`config.mk`:
```
export PLATFORM = sky130hd
export DESIGN_NAME = averaged_scalar_kalman_estimator
export DESIGN_NICKNAME = d
export VERILOG_FILES = /design/src/rtl/core/aske_pkg.sv /design/src/rtl/core/aske_unit.sv /design/src/rtl/core/averaged_scalar_kalman_estimator.sv
export VERILOG_INCLUDE_DIRS = /design/src /design/src/rtl/core
export SDC_FILE = /design/constraint.sdc
export NUM_CORES = 2
export LEC_CHECK = 0
export BUFFER_PORTS_ARGS = -buffer_cell sky130_fd_sc_hd__buf_2
export CORE_UTILIZATION = 45
export DETAILED_ROUTE_END_ITERATION = 6
export PLACE_DENSITY = 0.62
export RECOVER_POWER = 50
export SYNTH_ARGS = -nofsm -noshare
export SYNTH_HDL_FRONTEND = slang
export SYNTH_SLANG_ARGS = --single-unit
```
`constraint.sdc`:
```
create_clock -name i_clk -period 16.45 [get_ports i_clk]
set_input_delay 2.4675 -clock i_clk [delete_from_list [all_inputs] [get_ports i_clk]]
set_output_delay 2.4675 -clock i_clk [all_outputs]
set_load 0.05 [all_outputs]
```
`src/rtl/core/averaged_scalar_kalman_estimator_defines.svh`:
```
// Assertion macros for the averaged scalar Kalman estimator.
`ifndef AVERAGED_SCALAR_KALMAN_ESTIMATOR_DEFINES_SVH
`define AVERAGED_SCALAR_KALMAN_ESTIMATOR_DEFINES_SVH
`ifndef SYNTHESIS
`define ASKE_ASSERT(label, clk, rst_n, prop, msg) \
    label: assert property (@(posedge clk) disable iff (!rst_n) (prop)) else $error(msg);
`define ASKE_ASSERT_NEXT(label, clk, rst_n, pre, post, msg) \
    label: assert property (@(posedge clk) disable iff (!rst_n) (pre) |=> (post)) \
        else $error(msg);
`else
`define ASKE_ASSERT(label, clk, rst_n, prop, msg)
`define ASKE_ASSERT_NEXT(label, clk, rst_n, pre, post, msg)
`endif
`endif

```
`src/rtl/core/aske_pkg.sv`:
```
// Shared constants, types and helpers of the averaged scalar Kalman estimator.
package aske_pkg;
    localparam int unsigned READINGS_DEFAULT = 10;
    localparam int unsigned DATA_W = 64;
    localparam int unsigned LIGHT_W = 16;
    localparam int unsigned SUM_W = 32;
    localparam logic [15:0] LIGHT_SCALE = 16'd40;
    localparam logic [63:0] ONE_Q32 = 64'h0000_0001_0000_0000;
    localparam logic [63:0] SMAX = 64'h7FFF_FFFF_FFFF_FFFF;
    localparam logic [63:0] SMIN = 64'h8000_0000_0000_0000;

    localparam logic [2:0] REG_GAIN  = 3'd0;
    localparam logic [2:0] REG_DRIFT = 3'd1;
    localparam logic [2:0] REG_BIAS  = 3'd2;
    localparam logic [2:0] REG_QN    = 3'd3;
    localparam logic [2:0] REG_RN    = 3'd4;

    localparam logic [62:0] RST_GAIN  = 63'd22363238868766;
    localparam logic [63:0] RST_DRIFT = 64'd966968937;
    localparam logic [63:0] RST_BIAS  = 64'd9380209;
    localparam logic [62:0] RST_QN    = 63'd6288;
    localparam logic [62:0] RST_RN    = 63'd1670175170662236;

    typedef struct packed {
        logic start;
        logic div_mode;
    } t_unit_cmd;

    function automatic logic [63:0] sat_add(input logic [63:0] a, input logic [63:0] b);
        logic [63:0] s;
        s = a + b;
        if (a[63] == b[63] && s[63] != a[63]) begin
            sat_add = a[63] ? SMIN : SMAX;
        end else begin
            sat_add = s;
        end
    endfunction

    function automatic logic [63:0] sat_sub(input logic [63:0] a, input logic [63:0] b);
        logic [63:0] s;
        s = a - b;
        if (a[63] != b[63] && s[63] != a[63]) begin
            sat_sub = a[63] ? SMIN : SMAX;
        end else begin
            sat_sub = s;
        end
    endfunction
endpackage

```
`src/rtl/core/aske_unit.sv`:
```
// Bit-serial Q31.32 multiplier and fractional divider shared by the Kalman step.
`include "averaged_scalar_kalman_estimator_defines.svh"
module aske_unit (
    input  logic               i_clk,
    input  logic               i_rst_n,
    input  aske_pkg::t_unit_cmd i_cmd,
    input  logic [63:0]        i_a,
    input  logic [63:0]        i_b,
    output logic               o_busy,
    output logic               o_done,
    output logic [63:0]        o_result
);
    logic [6:0]   r_cnt, n_cnt;
    logic         r_busy, n_busy;
    logic         r_done, n_done;
    logic         r_div, n_div;
    logic         r_neg, n_neg;
    logic         r_sat, n_sat;
    logic [63:0]  r_mcand, n_mcand;
    logic [63:0]  r_mplier, n_mplier;
    logic [127:0] r_acc, n_acc;
    logic [63:0]  r_res, n_res;
    logic [63:0]  ma, mb;
    logic [64:0]  sh;
    logic [127:0] biased;

    always_comb begin
        ma = i_a[63] ? (64'd0 - i_a) : i_a;
        mb = i_b[63] ? (64'd0 - i_b) : i_b;
        n_cnt = r_cnt;
        n_busy = r_busy;
        n_done = 1'b0;
        n_div = r_div;
        n_neg = r_neg;
        n_sat = r_sat;
        n_mcand = r_mcand;
        n_mplier = r_mplier;
        n_acc = r_acc;
        n_res = r_res;
        sh = '0;
        biased = '0;
        if (i_cmd.start) begin
            n_busy = 1'b1;
            n_cnt = '0;
            n_div = i_cmd.div_mode;
            if (i_cmd.div_mode) begin
                // a: numerator >= 0, b: denominator > 0; acc = {rem, lo}
                n_mcand = i_b;
                n_acc = {32'd0, i_a, 32'd0};
                n_sat = ({32'd0, i_a[63:32]} >= i_b);
                n_mplier = '0;
            end else begin
                n_neg = i_a[63] ^ i_b[63];
                n_mcand = ma;
                n_mplier = mb;
                n_acc = '0;
                n_sat = 1'b0;
            end
        end else if (r_busy) begin
            if (r_div) begin
                sh = {r_acc[127:63]};
                n_acc = {r_acc[126:0], 1'b0};
                n_mplier = {r_mplier[62:0], 1'b0};
                if (sh >= {1'b0, r_mcand}) begin
                    n_acc[127:64] = 64'(sh - {1'b0, r_mcand});
                    n_mplier[0] = 1'b1;
                end
            end else begin
                // add into the upper half, then shift the product right by one
                sh = {1'b0, r_acc[127:64]} + (r_mplier[0] ? {1'b0, r_mcand} : 65'd0);
                n_acc = {sh, r_acc[63:1]};
                n_mplier = {1'b0, r_mplier[63:1]};
            end
            n_cnt = r_cnt + 7'd1;
            if (r_cnt == 7'd63) begin
                n_busy = 1'b0;
                n_done = 1'b1;
            end
        end
        if (r_done) begin
            if (r_div) begin
                n_res = (r_sat || r_mplier[63]) ? aske_pkg::SMAX : r_mplier;
            end else begin
                biased = r_neg ? (r_acc + 128'h0000_0000_FFFF_FFFF) : r_acc;
                if (!r_neg) begin
                    n_res = (biased[127:95] != 33'd0) ? aske_pkg::SMAX : biased[95:32];
                end else begin
                    n_res = (biased[127:95] != 33'd0) ? aske_pkg::SMIN
                          : (64'd0 - biased[95:32]);
                end
            end
        end
    end

    always_ff @(posedge i_clk) begin
        if (!i_rst_n) begin
            r_busy <= 1'b0;
            r_done <= 1'b0;
            r_cnt <= '0;
        end else begin
            r_busy <= n_busy;
            r_done <= n_done;
            r_cnt <= n_cnt;
        end
        r_div <= n_div;
        r_neg <= n_neg;
        r_sat <= n_sat;
        r_mcand <= n_mcand;
        r_mplier <= n_mplier;
        r_acc <= n_acc;
        r_res <= n_res;
    end

    logic r_fin;
    always_ff @(posedge i_clk) begin
        if (!i_rst_n) begin
            r_fin <= 1'b0;
        end else begin
            r_fin <= r_done;
        end
    end

    assign o_busy = r_busy || r_done;
    assign o_done = r_fin;
    assign o_result = r_res;

    `ASKE_ASSERT(a_no_start_busy, i_clk, i_rst_n, !(i_cmd.start && (r_busy || r_done)), "start while busy")
    `ASKE_ASSERT_NEXT(a_done_follows, i_clk, i_rst_n, r_busy && r_cnt == 7'd63, r_done, "no done")
    `ASKE_ASSERT_NEXT(a_fin_follows, i_clk, i_rst_n, r_done, r_fin && !r_busy, "no finish")
endmodule

```
`src/rtl/core/averaged_scalar_kalman_estimator.sv`:
```
// Averaged scalar Kalman estimator: groups light readings, runs one Kalman step per group.
// Each reading is accepted while the block is idle. The last reading of a group starts a Kalman
// step: a predict state, a restoring division of the sum for the mean, then six multiplies and
// one divide run one at a time through a shared bit-serial unit at one bit per cycle; the divide
// is skipped when the gain denominator is not positive. The input stalls during the step; a
// result waiting for the consumer holds back the next group's result, and the input with it.
`include "averaged_scalar_kalman_estimator_defines.svh"
module averaged_scalar_kalman_estimator #(
    parameter int unsigned READINGS_PER_ESTIMATE = aske_pkg::READINGS_DEFAULT
) (
    input  logic        i_clk,
    input  logic        i_rst_n,
    input  logic        i_valid,
    output logic        o_stall,
    input  logic [15:0] i_light_count,
    output logic        o_valid,
    input  logic        i_stall,
    output logic [62:0] o_mean_light,
    output logic [63:0] o_position_estimate,
    output logic [62:0] o_error_variance,
    input  logic        i_cfg_valid,
    output logic        o_cfg_ready,
    input  logic [2:0]  i_cfg_index,
    input  logic [63:0] i_cfg_data
);
    localparam int unsigned CNT_W = $clog2(READINGS_PER_ESTIMATE + 1);
    localparam logic [63:0] NREAD = 64'(READINGS_PER_ESTIMATE);

    typedef enum logic [11:0] {
        S_IDLE  = 12'b0000_0000_0001,
        S_MEAN  = 12'b0000_0000_0010,
        S_CP    = 12'b0000_0000_0100,
        S_CPC   = 12'b0000_0000_1000,
        S_DIV   = 12'b0000_0001_0000,
        S_CX    = 12'b0000_0010_0000,
        S_KI    = 12'b0000_0100_0000,
        S_KC    = 12'b0000_1000_0000,
        S_FP    = 12'b0001_0000_0000,
        S_OUT   = 12'b0010_0000_0000,
        S_WAITU = 12'b0100_0000_0000,
        S_PRED  = 12'b1000_0000_0000
    } t_state;

    t_state r_state, n_state;
    logic [62:0] r_gain, r_qn, r_rn;
    logic [63:0] r_drift, r_bias;
    logic [31:0] r_sum, n_sum;
    logic [CNT_W-1:0] r_cnt, n_cnt;
    logic [63:0] r_x, n_x, r_p, n_p;
    logic [63:0] r_mean, n_mean, r_cp, n_cp, r_k, n_k;
    logic [63:0] r_rem, n_rem;
    logic [6:0]  r_bit, n_bit;
    logic        r_go, n_go;
    logic        r_ov, n_ov;
    logic [62:0] r_om, n_om, r_ov_p, n_ov_p;
    logic [63:0] r_ox, n_ox;
    logic        r_issued, n_issued;

    aske_pkg::t_unit_cmd cmd;
    logic [63:0] ua, ub, ures;
    logic        ubusy, udone;
    logic [31:0] add40;
    logic [63:0] t0;
    logic [64:0] rsh;

    aske_unit u_unit (
        .i_clk(i_clk), .i_rst_n(i_rst_n), .i_cmd(cmd), .i_a(ua), .i_b(ub),
        .o_busy(ubusy), .o_done(udone), .o_result(ures)
    );

    assign o_stall = (r_state != S_IDLE);
    assign o_cfg_ready = 1'b1;
    assign o_valid = r_ov;
    assign o_mean_light = r_om;
    assign o_position_estimate = r_ox;
    assign o_error_variance = r_ov_p;

    always_ff @(posedge i_clk) begin
        if (!i_rst_n) begin
            r_gain <= aske_pkg::RST_GAIN;
            r_drift <= aske_pkg::RST_DRIFT;
            r_bias <= aske_pkg::RST_BIAS;
            r_qn <= aske_pkg::RST_QN;
            r_rn <= aske_pkg::RST_RN;
        end else if (i_cfg_valid) begin
            unique case (i_cfg_index)
                aske_pkg::REG_GAIN:  r_gain <= i_cfg_data[62:0];
                aske_pkg::REG_DRIFT: r_drift <= i_cfg_data;
                aske_pkg::REG_BIAS:  r_bias <= i_cfg_data;
                aske_pkg::REG_QN:    r_qn <= i_cfg_data[62:0];
                aske_pkg::REG_RN:    r_rn <= i_cfg_data[62:0];
                default: ;
            endcase
        end
    end

    always_comb begin
        n_state = r_state;
        n_sum = r_sum;
        n_cnt = r_cnt;
        n_x = r_x;
        n_p = r_p;
        n_mean = r_mean;
        n_cp = r_cp;
        n_k = r_k;
        n_rem = r_rem;
        n_bit = r_bit;
        n_go = r_go;
        n_ov = r_ov;
        n_om = r_om;
        n_ox = r_ox;
        n_ov_p = r_ov_p;
        n_issued = r_issued;
        cmd = '0;
        ua = '0;
        ub = '0;
        add40 = 32'(i_light_count) * 32'(aske_pkg::LIGHT_SCALE);
        t0 = '0;
        rsh = '0;
        if (r_ov && !i_stall) begin
            n_ov = 1'b0;
        end
        unique case (r_state)
            S_IDLE: begin
                if (i_valid) begin
                    n_sum = r_sum + add40;
                    if (32'(r_cnt) + 32'd1 >= 32'(READINGS_PER_ESTIMATE)) begin
                        n_cnt = '0;
                        n_state = S_PRED;
                    end else begin
                        n_cnt = CNT_W'(32'(r_cnt) + 32'd1);
                    end
                end
            end
            S_PRED: begin
                n_p = aske_pkg::sat_add(r_p, {1'b0, r_qn});
                t0 = aske_pkg::sat_add(r_x, {r_drift[63], r_drift[63:1]});
                n_x = aske_pkg::sat_sub(t0, r_bias);
                n_rem = '0;
                n_mean = '0;
                n_bit = '0;
                n_state = S_MEAN;
            end
            S_MEAN: begin
                // restoring divide of {sum, 32'b0} by the group size, one bit a cycle
                rsh = {r_rem, (r_bit < 7'd32) ? r_sum[5'd31 - r_bit[4:0]] : 1'b0};
                n_mean = {r_mean[62:0], 1'b0};
                if (rsh >= {1'b0, NREAD}) begin
                    n_rem = 64'(rsh - {1'b0, NREAD});
                    n_mean[0] = 1'b1;
                end else begin
                    n_rem = rsh[63:0];
                end
                n_bit = r_bit + 7'd1;
                if (r_bit == 7'd63) begin
                    n_sum = '0;
                    n_issued = 1'b0;
                    n_state = S_CP;
                end
            end
            S_CP, S_CPC, S_DIV, S_CX, S_KI, S_KC, S_FP: begin
                priority case (r_state)
                    S_CP:  begin ua = r_p;  ub = {1'b0, r_gain}; end
                    S_CPC: begin ua = r_cp; ub = {1'b0, r_gain}; end
                    S_DIV: begin ua = r_cp; ub = r_k; end
                    S_CX:  begin ua = {1'b0, r_gain}; ub = r_x; end
                    S_KI:  begin ua = r_k;  ub = r_rem; end
                    S_KC:  begin ua = r_k;  ub = {1'b0, r_gain}; end
                    default: begin ua = r_k; ub = r_p; end
                endcase
                if (!r_issued) begin
                    if (r_state == S_DIV && (r_k[63] || r_k == 64'd0)) begin
                        n_k = '0;
                        n_state = S_CX;
                    end else begin
                        cmd.start = 1'b1;
                        cmd.div_mode = (r_state == S_DIV);
                        n_issued = 1'b1;
                    end
                end else if (udone) begin
                    n_issued = 1'b0;
                    priority case (r_state)
                        S_CP:  begin n_cp = ures; n_state = S_CPC; end
                        S_CPC: begin n_k = aske_pkg::sat_add(ures, {1'b0, r_rn}); n_state = S_DIV; end
                        S_DIV: begin n_k = ures; n_state = S_CX; end
                        S_CX:  begin n_rem = aske_pkg::sat_sub(r_mean, ures); n_state = S_KI; end
                        S_KI:  begin n_x = aske_pkg::sat_add(r_x, ures); n_state = S_KC; end
                        S_KC:  begin
                            n_k = ($signed(ures) >= $signed(aske_pkg::ONE_Q32)) ? 64'd0
                                : (aske_pkg::ONE_Q32 - ures);
                            n_state = S_FP;
                        end
                        default: begin n_p = ures; n_state = S_WAITU; end
                    endcase
                end
            end
            S_WAITU: begin
                n_state = S_OUT;
            end
            S_OUT: begin
                if (!r_ov || !i_stall) begin
                    n_ov = 1'b1;
                    n_om = r_mean[62:0];
                    n_ox = r_x;
                    n_ov_p = r_p[62:0];
                    n_state = S_IDLE;
                end
            end
            default: n_state = S_IDLE;
        endcase
        n_go = ubusy;
    end

    always_ff @(posedge i_clk) begin
        if (!i_rst_n) begin
            r_state <= S_IDLE;
            r_sum <= '0;
            r_cnt <= '0;
            r_x <= '0;
            r_p <= '0;
            r_ov <= 1'b0;
            r_issued <= 1'b0;
            r_go <= 1'b0;
        end else begin
            r_state <= n_state;
            r_sum <= n_sum;
            r_cnt <= n_cnt;
            r_x <= n_x;
            r_p <= n_p;
            r_ov <= n_ov;
            r_issued <= n_issued;
            r_go <= n_go;
        end
        r_mean <= n_mean;
        r_cp <= n_cp;
        r_k <= n_k;
        r_rem <= n_rem;
        r_bit <= n_bit;
        r_om <= n_om;
        r_ox <= n_ox;
        r_ov_p <= n_ov_p;
    end

    `ASKE_ASSERT(a_idle_unit, i_clk, i_rst_n, !(r_state == S_IDLE && r_go), "unit busy when idle")
    `ASKE_ASSERT_NEXT(a_out_hold, i_clk, i_rst_n, r_ov && i_stall, r_ov && $stable(r_ox), "result lost")
    `ASKE_ASSERT(a_var_pos, i_clk, i_rst_n, !r_p[63], "negative variance")
endmodule

```
==> flow_summary.toml <==
[timing]
setup_viol = 0
finalCritPeriodShare_pct = 81.7
skew_ns = 0.0353
hold_viol = 0
slew_headroom_pct = -193
finalWorstSetupSlack_ns = 3.01
max_freq_mhz = 74.4
finalSetupTns_ns = 0
maxSlewViolCount = 1072
min_period_ns = 13.44
rsz0062_at_grt = "false"
worst_pin_slew_ns = 4.40

[setup_path]
crit_family = "compound AO/OA/AOI/OAI gates"
worstSetupStartpointType = "register"
crit_type = "register to register"
r2r_start = "r_x[7]"
path_buf_inv = 2
slowest_stage = "fa_1"
max_stage_delay_ns = 0.59
critical_path.max_fanout = 60
cpMostUsedCell = "a21oi_1"
end_kind = "register"
crit_required_ns = 17.00
ff2ff_setup_slack_ns = 3.01
arrival_ns = 13.99
path_depth = 44
reg2reg_to = "r_x[58]"
reg2reg_depth = 44

[placed_design]
dpl_worst_slack_ns = 3.24
dp_cells = 14000
place_congestion = 1.10
io_buffers = 279
dp_hpwl_mm = 320

[grt]
grt_pass1_vias = 87700
track_usage_pct = 38.1
grt_overflow = 0
grt_max_degree = 102
antenna_found_initial = 29
grt_pass1_wl_mm = 597

[synthesis]
synth-warning-count = 0
async_flop_share_pct = 0
synth_top_family_by_area = "compound AO/OA/AOI/OAI gates"
synth-compound-area-share_pct = 25.0
synth_mux_area_share_pct = 1.79
synth-simple-area-share_pct = 18.5
ys_types = 97
synth_nets = 12100
ys_seq_area_share_pct = 35.2
synth-xor-area-share_pct = 6.98
syn_area_um2 = 94800
ys_ff_latch = 1277
avgSynthCellArea_um2 = 8.33
synth_edf_count = 776
ys.flop_type = "edfxtp_1"
synthAdderAreaFrac_pct = 8.11
synthCells = 11400

[detailed_routing]
drt_first_pass_iters = 7
drc = 3
wl_per_cell_um = 29.3
viasPerCell = 6.58
via_count = 94100
dr.first_iter.drc_count = 13600
routed_wl_mm = 419
antenna_left = 0

[layout]
multi_input_area_um2 = 57600
fin_util_pct = 49.7
layout-drive-gt1-share_pct = 5.51
areaGrowthSynthToFinish_pct = 9.68
n_fill_cell = 20400
seq_area_um2 = 33300
stdcell_count = 14300
fin_nets = 12000

[power]
power.density_nw_per_um2 = 108
vdd_drop_max_mv = 0.0958
intPower_mw = 7.16
pwr-share-seq_pct = 34.7
clkPwrFrac_pct = 33.4
netSwitchingFraction_pct = 36.4
p_leak_nw = 40.6
comb_power_share_pct = 31.9
power.total_mw = 11.3
p_switching_mw = 4.10

[clock_network]
cts_setup_buffers = 0
cts_resized = 0
clock_latency_ns = 0.86
clock-root-buffer = "clkbuf_16"
htreeDepth = 4
cts_tree = "built"
path_clk_slew_ns = 0.06
hold_buffers = 0
cts_buffers = 158
clock_sinks = 1277
clockBufferDepth = 3

[die]
pin_count = 281
initial_utilization_pct = 45.3
core-area_um2 = 209000
die_h_um = 461
die_x_um = 461
fp.dieArea_um2 = 212000
row_count = 168

[min_path]
hold_depth = 2
hold_path.class = "register to register"
hp-start = "r_bias[27]"
worst_hold_path.endpoint = "r_bias[27]"

[job]
maxCapViolCount = 22

[run_status]
violations = "design-rule violations, max-capacitance violations, max-slew violations"
outcome = "finished with violations"
area by class of cell:
class	count	share of cell area, %
Inverter	438	1.58
Timing Repair Buffer	471	2.31
Sequential cell	1277	32.1
Clock buffer	210	4.29
Antenna cell	10	0.0241
Multi-Input combinational cell	8992	55.4
Clock inverter	87	0.996
Tap cell	2805	3.38
registers in the layout, summed over array words and instances (netlist names), 4 cells and up:
signal,flops
r_state,12
r_x,64
r_drift,63
r_cp,64
o_error_variance,63
u_unit.r_mplier,64
u_unit.o_result,64
r_p,64
r_rn,63
o_mean_light,63
r_sum,29
u_unit.r_cnt,7
u_unit.r_acc,128
r_bias,64
u_unit.r_mcand,64
r_k,64
r_cnt,4
o_position_estimate,64
r_gain,63
r_bit,7
r_rem,64
r_qn,63
r_mean,64
power groups by stage:
| stage | registers [mW] | clock network, mW | logic [mW] |
|---|---|---|---|
| after global routing | 3.92 | 3.91 | 3.87 |
| after detailed placement | 3.96 | 0 | 3.47 |
| after CTS | 3.90 | 3.79 | 3.50 |
| after floorplan | 3.84 | 0 | 2.52 |
| final | 3.91 | 3.76 | 3.59 |
| after global placement | 3.96 | 0 | 3.44 |
tightest hold or removal path: stages, from the launching register on:
cell and delay (ns):
dfxtp_1 0.31, nand2_1 0.05, a21oi_1 0.05
layer usage:
| layer | up-vias | global-route usage (%) | wire [um] | share of wire (%) |
|---|---|---|---|---|
| met5 | - | 0 | 26 | 0.0062 |
| met4 | 4 | 20.1 | 25700 | 6.1 |
| met3 | 1094 | 10.1 | 51000 | 12 |
| met2 | 5825 | 57.3 | 178000 | 43 |
| met1 | 45400 | 49.9 | 164000 | 39 |
| li1 | 41800 | - | - | - |
synth_stat cells (113+ instances only):
master	count	area, um^2
nand4_1	170	1060
xnor2_1	472	4130
nor3_1	243	1220
edfxtp_1	776	23300
a21o_1	417	3130
nor2_1	726	2730
a22oi_1	113	848
nand3_1	318	1590
and2_1	204	1280
ha_1	594	7430
mux2i_1	148	1480
o22ai_1	139	870
xor2_1	283	2480
clkbuf_1	582	2180
and3_1	148	926
dfxtp_1	501	10000
o21ai_0	733	3670
a21oi_1	1215	6080
nand2_1	1429	5360
inv_1	437	1640
stage by stage:
stage	hold slack (ns)	area (um^2)
4_1_cts	0.455	104000
2_1_floorplan	0.406	94800
3_5_place_dp	0.447	98900
3_3_place_gp	0.443	98900
6_report	0.454	104000
5_1_grt	0.472	104000
how the worst max path moves through the flow:
stage / startpoint / end / slack [ns]
final: r_x[7] / r_x[58] / 3.01
after CTS: r_x[7] / r_x[60] / 3.16
after global placement: r_x[7] / r_x[60] / 3.24
after global routing: r_x[7] / r_x[58] / 2.43
after detailed placement: r_x[7] / r_x[60] / 3.24
after floorplan: i_stall / o_error_variance[0] / 4.27
placed cells by master (no fill, tap or decap), types with 44 or more instances in the layout:
master,n
a21o_1,415
o21a_1,79
a211oi_1,78
a221oi_1,58
mux2i_1,148
o221ai_1,91
and3_1,145
buf_4,137
edfxtp_1,776
nand2b_1,100
nor2b_1,91
o211ai_1,44
clkbuf_1,278
nor4_1,78
nand2_1,1423
o21bai_1,84
or3_1,51
nand4_1,170
nor3_1,238
o31ai_1,56
a22oi_1,112
inv_1,435
xor2_1,283
buf_2,86
a21boi_0,74
xnor2_1,472
and2_1,165
nor2_1,716
a31oi_1,88
o21ai_1,53
ha_1,594
o22ai_1,139
o21ai_0,729
a222oi_1,58
clkbuf_16,167
nand3_1,314
dfxtp_1,500
a21oi_1,1212
cell families (layout without fill, tap and decap cells):
family	Yosys count	after routing
xor gates and xnor gates	755	755
AOI/OAI and AO/OA	3738	3738
DFF	1277	1277
other	1	11
adders and majority gates	607	607
buffers and inverters	1111	1206
muxes	158	158
and+or+nand+nor	3733	3733
Power figures use the tool's default switching activity.
